`src/hdl/generational_handle_allocator_defines.svh`:
```
// Assertion macros for the generational handle allocator.
// Used by the top level only; no other dependencies.
`ifndef GENERATIONAL_HANDLE_ALLOCATOR_DEFINES_SVH
`define GENERATIONAL_HANDLE_ALLOCATOR_DEFINES_SVH
`define GHA_ASSERT_IMPL(label, clk, rst_n, ante, cons, msg) \
	label: assert property (@(posedge clk) disable iff (!rst_n) (ante) |-> (cons)) \
		else $error(msg);
`define GHA_ASSERT_NEXT(label, clk, rst_n, ante, cons, msg) \
	label: assert property (@(posedge clk) disable iff (!rst_n) (ante) |=> (cons)) \
		else $error(msg);
`endif

```
`src/hdl/gha_pkg.sv`:
```
// Shared types and constants for the generational handle allocator.
// No dependencies.
`default_nettype none
package gha_pkg;
	localparam int MAX_SLOTS = 1024;
	localparam int IDX_W = 10;
	localparam int CNT_W = 11;
	localparam int GEN_W = 16;
	localparam int GRP_W = 16;
	localparam int PLACE_W = 32;
	localparam int FUNC_W = 3;
	localparam logic [GRP_W-1:0] NO_GROUP = '1;

	typedef enum logic [FUNC_W-1:0] {
		F_CREATE = 3'd0,
		F_DESTROY = 3'd1,
		F_QUERY = 3'd2,
		F_UPDATE = 3'd3,
		F_FIND = 3'd4
	} func_t;

	typedef enum logic [2:0] {
		OP_NONE = 3'd0,
		OP_CREATE = 3'd1,
		OP_DESTROY = 3'd2,
		OP_QUERY = 3'd3,
		OP_UPDATE = 3'd4,
		OP_FIND = 3'd5
	} op_t;

	typedef struct packed {
		logic load;      // latch request, start read at slot_index / free stack
		logic read_scan; // read entry at scan pointer
		logic scan_init; // scan pointer to zero
		logic scan_step; // advance scan pointer
		logic exec;      // perform op on read data, emit result
		logic found;     // find: emit match at previous scan entry
		logic miss;      // find: emit not found
		op_t op;
	} cmd_t;

	typedef struct packed {
		logic match;     // scan entry read last cycle matches
		logic scan_last; // scan pointer at last allocated slot
		logic empty;     // nothing allocated
	} stat_t;
endpackage
`default_nettype wire

```
`src/hdl/gha_ctrl.sv`:
```
// Controller state machine of the generational handle allocator.
// Depends on gha_pkg.
`default_nettype none
module gha_ctrl (
	input wire logic clk,
	input wire logic arst_n,
	input wire logic start,
	input wire logic [2:0] func,
	input wire gha_pkg::stat_t stat,
	output gha_pkg::cmd_t cmd,
	output logic busy
);
	import gha_pkg::*;

	typedef enum logic [3:0] {
		S_IDLE = 4'b0001,
		S_EXEC = 4'b0010,
		S_SCAN = 4'b0100,
		S_CHK = 4'b1000
	} state_t;

	state_t state_q, state_d;
	op_t op_q, op_d;

	always_comb begin
		op_d = OP_NONE;
		case (func)
			F_CREATE: op_d = OP_CREATE;
			F_DESTROY: op_d = OP_DESTROY;
			F_QUERY: op_d = OP_QUERY;
			F_UPDATE: op_d = OP_UPDATE;
			F_FIND: op_d = OP_FIND;
			default: op_d = OP_NONE;
		endcase
	end

	always_comb begin
		cmd = '0;
		cmd.op = op_q;
		state_d = state_q;
		case (state_q)
			S_IDLE: begin
				if (start) begin
					cmd.load = 1'b1;
					cmd.op = op_d;
					if (op_d == OP_FIND) begin
						cmd.scan_init = 1'b1;
						state_d = S_SCAN;
					end else begin
						state_d = S_EXEC;
					end
				end
			end
			S_EXEC: begin
				cmd.exec = 1'b1;
				state_d = S_IDLE;
			end
			S_SCAN: begin
				if (stat.empty) begin
					cmd.miss = 1'b1;
					state_d = S_IDLE;
				end else begin
					cmd.read_scan = 1'b1;
					state_d = S_CHK;
				end
			end
			S_CHK: begin
				if (stat.match) begin
					cmd.found = 1'b1;
					state_d = S_IDLE;
				end else if (stat.scan_last) begin
					cmd.miss = 1'b1;
					state_d = S_IDLE;
				end else begin
					cmd.scan_step = 1'b1;
					cmd.read_scan = 1'b1;
				end
			end
			default: state_d = S_IDLE;
		endcase
	end

	always_ff @(posedge clk or negedge arst_n) begin
		if (!arst_n) begin
			state_q <= S_IDLE;
			op_q <= OP_NONE;
		end else begin
			state_q <= state_d;
			if (cmd.load) op_q <= op_d;
		end
	end

	assign busy = (state_q != S_IDLE);
endmodule
`default_nettype wire

```
`config.mk`:
```
export PLATFORM = sky130hd
export DESIGN_NAME = gha_ctrl
export DESIGN_NICKNAME = d
export VERILOG_FILES = /design/src/hdl/generational_handle_allocator_defines.svh /design/src/hdl/gha_pkg.sv /design/src/hdl/gha_ctrl.sv
export SDC_FILE = /design/constraint.sdc
export NUM_CORES = 1
export LEC_CHECK = 0
export ABC_AREA = 1
export BUFFER_PORTS_ARGS = -buffer_cell sky130_fd_sc_hd__buf_4
export CORE_MARGIN = 2
export CORE_UTILIZATION = 32
export CTS_CLUSTER_SIZE = 16
export DETAILED_ROUTE_END_ITERATION = 7
export PLACE_DENSITY_LB_ADDON = 0.3
export SLEW_MARGIN = 25
export SYNTH_ARGS = -nofsm -noshare
export SYNTH_HDL_FRONTEND = slang
export SYNTH_SLANG_ARGS = --single-unit
```
`constraint.sdc`:
```
create_clock -name clk -period 3.1 [get_ports clk]
set_clock_uncertainty 0.15 [all_clocks]
set_input_delay 0.155 -clock clk [delete_from_list [all_inputs] [get_ports clk]]
set_output_delay 0.155 -clock clk [all_outputs]
set_load 0.03 [all_outputs]
```
==> results of run 1 <==
## metrics by stage
step                cells  utilization (%)  hold WS, ps
finish                101             50.3         15.7
global route          101             50.3         22.8
CTS                   101             50.3         15.2
detailed placement     95             46.7         -178
global placement       95             46.7         -177
floorplan              61                -         -291
## critical path, cell delays in order, from the launching register on
cell and delay, ps:
dfstp_2 550, inv_2 40, nor2_4 110, nand3_4 140, o21ai_1 160, buf_4 170
## sequential cells by signal, indices dropped and copies added (netlist names)
| signal | flops |
|---|---|
| op_q | 3 |
| state_q | 4 |
## metal layers
layer  share of wire, %  vias up  global-route usage [%]  wire [um]
li1                   -      243                       -          -
met1                 43      176                    12.9        352
met4                1.6        0                    9.68         13
met2                 45       19                    21.1        370
met3                 11        2                    1.60         87
met5                  0        -                       0          0
## kinds of logic after synthesis
kind of cell | after synthesis | share of synthesized area, %
AO/OA/AOI/OAI | 10 | 11.2
flip-flops | 7 | 39.5
buffers and inverters | 8 | 7.84
AND/OR/NAND/NOR | 36 | 41.5
## worst paths after layout
kind                       slack (ps)                   start                     end
min in group asynchronous         120                  arst_n     op_q[0]$_DFFE_PN0P_
max in group asynchronous        2480                  arst_n  state_q[0]$_DFFE_PN1P_
setup / recovery                 1380  state_q[0]$_DFFE_PN1P_                  cmd[1]
hold / removal                     20                 stat[0]  state_q[3]$_DFFE_PN0P_
hold reg to reg                   320     op_q[2]$_DFFE_PN0P_     op_q[2]$_DFFE_PN0P_
setup reg to reg                 1830  state_q[0]$_DFFE_PN1P_     op_q[1]$_DFFE_PN0P_
## cells in the final DEF (no fill, tap or decap), types with 3 or more instances in the layout
cell	synthesis	layout
inv_1	5	5
dfrtp_1	6	6
buf_4	0	19
o21ai_0	5	5
a21oi_1	3	3
nor2_2	3	3
nor2_1	6	6
nand2_1	19	19
clkbuf_4	0	3
## area by class of cell
class	count	area, um^2
Tap cell	15	18.8
Inverter	8	35.0
Timing Repair Buffer	21	163
Multi-Input combinational cell	46	235
Clock buffer	4	26.3
Fill cell	145	647
Sequential cell	7	176
## timing repair
action                                  CTS  global route
buffers inserted                          0             0
hold endpoints to repair                  8             0
endpoints found under the setup margin    0             0
hold buffers                              2             0
## where the power goes
| part | leakage [uW] | switching (uW) | total (uW) | internal, uW |
|---|---|---|---|---|
| Combinational | 0.000254 | 165 | 259 | 93.4 |
| Clock | 0.0000150 | 30.4 | 79.3 | 48.9 |
| Sequential | 0.0000903 | 17.3 | 143 | 125 |
| Total | 0.000360 | 213 | 480 | 268 |
==> results.tsv, run 1 <==
metric	value	unit
status	finished, final reports clean	
syn_inst	61	
pre_cts_ws	1620	ps
fmax	0.580	GHz
drc	0	
synth-seq-cells	7	
fp.dieH	41.4	um
path_clk_slew	50	ps
dr.pass1.iters	3	
first_iter_violations	4	
totalPowerFinal	480	uW
setup_ws	1380	ps
overflow	0	
p_leak	0.000360	uW
h-tree-depth	1	
cts_max_path_buffers	2	
placed_area	608	um^2
cp.required	2790	ps
clkSinkCount	7	
synth_ff_type	dfrtp_1	
finalCriticalPeriod	1720	ps
seq_area_frac_synth	39.5	%
worstSetupStartpointType	flop	
ant_nets	0	
tns	0	ps
worst_pin_slew	219	ps
peakVddDrop	0.000339	V
synth.top_cells.by_count	nand2_1, dfrtp_1, nor2_1, inv_1, o21ai_0	
vias	440	
ys_top_cells_by_area	dfrtp_1, nand2_1, dfstp_2	
yosys_warnings	0	
yosys.area.top_type	dfrtp_1	
hpwl	723	um
antenna_found_initial	0	
fin_nets	96	
yosysMostFrequentCell	nand2_1	
num_rows	13	
rsz0062_at_grt	false	
dieWidth	41.4	um
n_antenna_cell	0	
area_growth_syn_to_layout	46.5	%
maxSlewViolCount	0	
relSlewSlack	85.2	%
viasPerCell	4.36	
cts_buffers	3	
finalCritPeriodShare	55.6	%
synth-edff-count	0	
ys_types	16	
cts_tree	done	
pin_count	20	
cp_max_fo	9	
holdCritPathClass	input port to flop	
grt_pass1_wl	1300	um
crit_path_end_kind	output pin	
globalplace.congestion	0.631	
hold_depth	2	
power_per_cell_area	734	mW/mm^2
final_cell_area	654	um^2
grt_max_degree	10	
routed_wirelength	824	um
synth_top_area_share	33.6	%
async_reset_ff_share	100	%
syn_nets	70	
hold_viol	0	
critical_path_class	flop to output pin	
crit_arrival	1420	ps
core_area	0.00130	mm^2
grtUsageTotal	12.1	%
clkLatencyLatePin	240	ps
portBuffers	19	
wl_per_cell	8.16	um
synth.avg_cell_area	7.32	um^2
maxCapViolations	0	
netlist_area	447	um^2
start_util	34.3	%
rr_worst_depth	5	
cts-root-buf	clkbuf_4	
die-area	0.00171	mm^2
drive_above_1_share	40.7	%
grt_pass1_vias	351	
finalSetupViolCount	0	
postCtsResizedCells	0	
(Power assumes the default switching activity.)
==> run 2, diff against run 1 <==
- clock period: 3.1 -> 1.7 ns (I/O delays scaled with it)
==> run 2 against run 1 <==
Sequential cell count did not move. Count of clock-buffer cells in the layout did not move. Final cell count rose by 6.9%. Non-clock buffer count rose by 6. Power rose by 110%. Critical path type unchanged.
==> results.tsv, run 2 (same netlist as run 1, synthesis figures left out) <==
metric	value	unit
status	finished, final reports clean	
hpwl	723	um
grt_max_degree	10	
drive_above_1_share	47.3	%
fin_nets	103	
critical_path_class	flop to output pin	
pin_count	20	
core_area	0.00130	mm^2
clkSinkCount	7	
cts_tree	done	
grt_pass1_vias	369	
finalCritPeriodShare	99.6	%
path_clk_slew	50	ps
drc	0	
hold_viol	0	
setup_ws	6.74	ps
fp.dieH	41.4	um
tns	0	ps
crit_path_end_kind	output pin	
finalCriticalPeriod	1690	ps
maxCapViolations	0	
rsz0062_at_grt	true	
routed_wirelength	1030	um
finalSetupViolCount	0	
portBuffers	19	
worst_pin_slew	295	ps
wl_per_cell	9.50	um
startpoint	state_q[0]$_DFFE_PN1P_	
worstSetupStartpointType	flop	
ant_nets	0	
fmax	0.591	GHz
final_util	57.0	%
n_antenna_cell	0	
cp.required	1460	ps
grtUsageTotal	12.8	%
power_per_cell_area	1360	mW/mm^2
globalplace.congestion	0.631	
cts_buffers	3	
first_iter_violations	5	
overflow	0	
layout_commonest_cell	buf_4	
final_cell_mix	buf_4, nand2_1, dfrtp_1	
min-delay-start	func[1]	
timing.rr.start	state_q[0]$_DFFE_PN1P_	
whs	15.7	ps
cp_max_fo	5	
largest-register	state_q	
viasPerCell	4.47	
pre_cts_ws	285	ps
num_rows	13	
p_leak	0.000394	uW
antenna_found_initial	0	
rr_worst_depth	8	
cts_max_path_buffers	2	
holdCritPathClass	input port to flop	
vias	483	
die-area	0.00171	mm^2
start_util	34.3	%
hold_depth	3	
h-tree-depth	1	
largest_reg_flops	4	
dieWidth	41.4	um
maxSlewViolCount	0	
crit_arrival	1460	ps
dr.pass1.iters	2	
clkLatencyLatePin	240	ps
area_growth_syn_to_layout	66.1	%
grt_pass1_wl	1370	um
cts-root-buf	clkbuf_4	
top_regs	state_q: 4 flops, op_q: 3 flops	
peakVddDrop	0.000709	V
relSlewSlack	80.1	%
## run 2: changes by cell type in the layout (fill, tap and decap cells not counted), sizes merged
cell,before,now
buf,19,22
dlygate4sd3,2,5
nand3,4,5
## run 2: path summary, 6_finish.rpt
path,endpoint,slack (ps)
worst max-delay path,cmd[0],7
worst min register to register,op_q[2]$_DFFE_PN0P_,340
min in group asynchronous,op_q[0]$_DFFE_PN0P_,40
max in group asynchronous,state_q[0]$_DFFE_PN1P_,1150
worst min-delay path,state_q[1]$_DFFE_PN0P_,20
worst max register to register,state_q[0]$_DFFE_PN1P_,310
## run 2: power breakdown
group	internal, uW	total (uW)	switching, uW
combinational	257	604	348
clock	89.2	145	56.1
sequential	228	261	32.8
## run 2: layout make-up
type / instances / area (um^2)
clock buffer: 4 / 26.3
fill: 135 / 559
inverter: 8 / 35.0
multi-input combinational: 47 / 259
sequential: 7 / 176
tap: 15 / 18.8
timing repair buffer: 27 / 226
## run 2: timing repair
| action | 4_1_cts | 5_1_grt |
|---|---|---|
| hold endpoints to repair | 12 | 0 |
| setup buffers | 0 | 3 |
| resized for setup | 0 | 9 |
| hold buffers | 5 | 0 |
| setup endpoints to repair | 0 | 4 |
## run 2: routing by layer
layer | part of all wire [%] | track usage, % | vias up
met5 | 0 | 0 | -
met4 | 1.3 | 9.68 | 0
met3 | 8.2 | 1.60 | 2
met2 | 49 | 23.8 | 19
met1 | 41 | 12.9 | 202
li1 | - | - | 260
## run 2: metrics by stage
stage                     instances  power, uW  cell area, um^2
after global routing            108       1090              742
after detailed placement         95        740              608
after floorplan                  61        588              447
after CTS                       104        900              684
after global placement           95        735              608
final                           108       1010              742
## run 2: critical path, stage by stage, from the launching register on
cell and delay, ps:
dfstp_2 550, inv_2 40, nor2_4 160, nand3_4 140, clkinv_4 80, nand2_2 50
nand2_2 60, buf_6 120
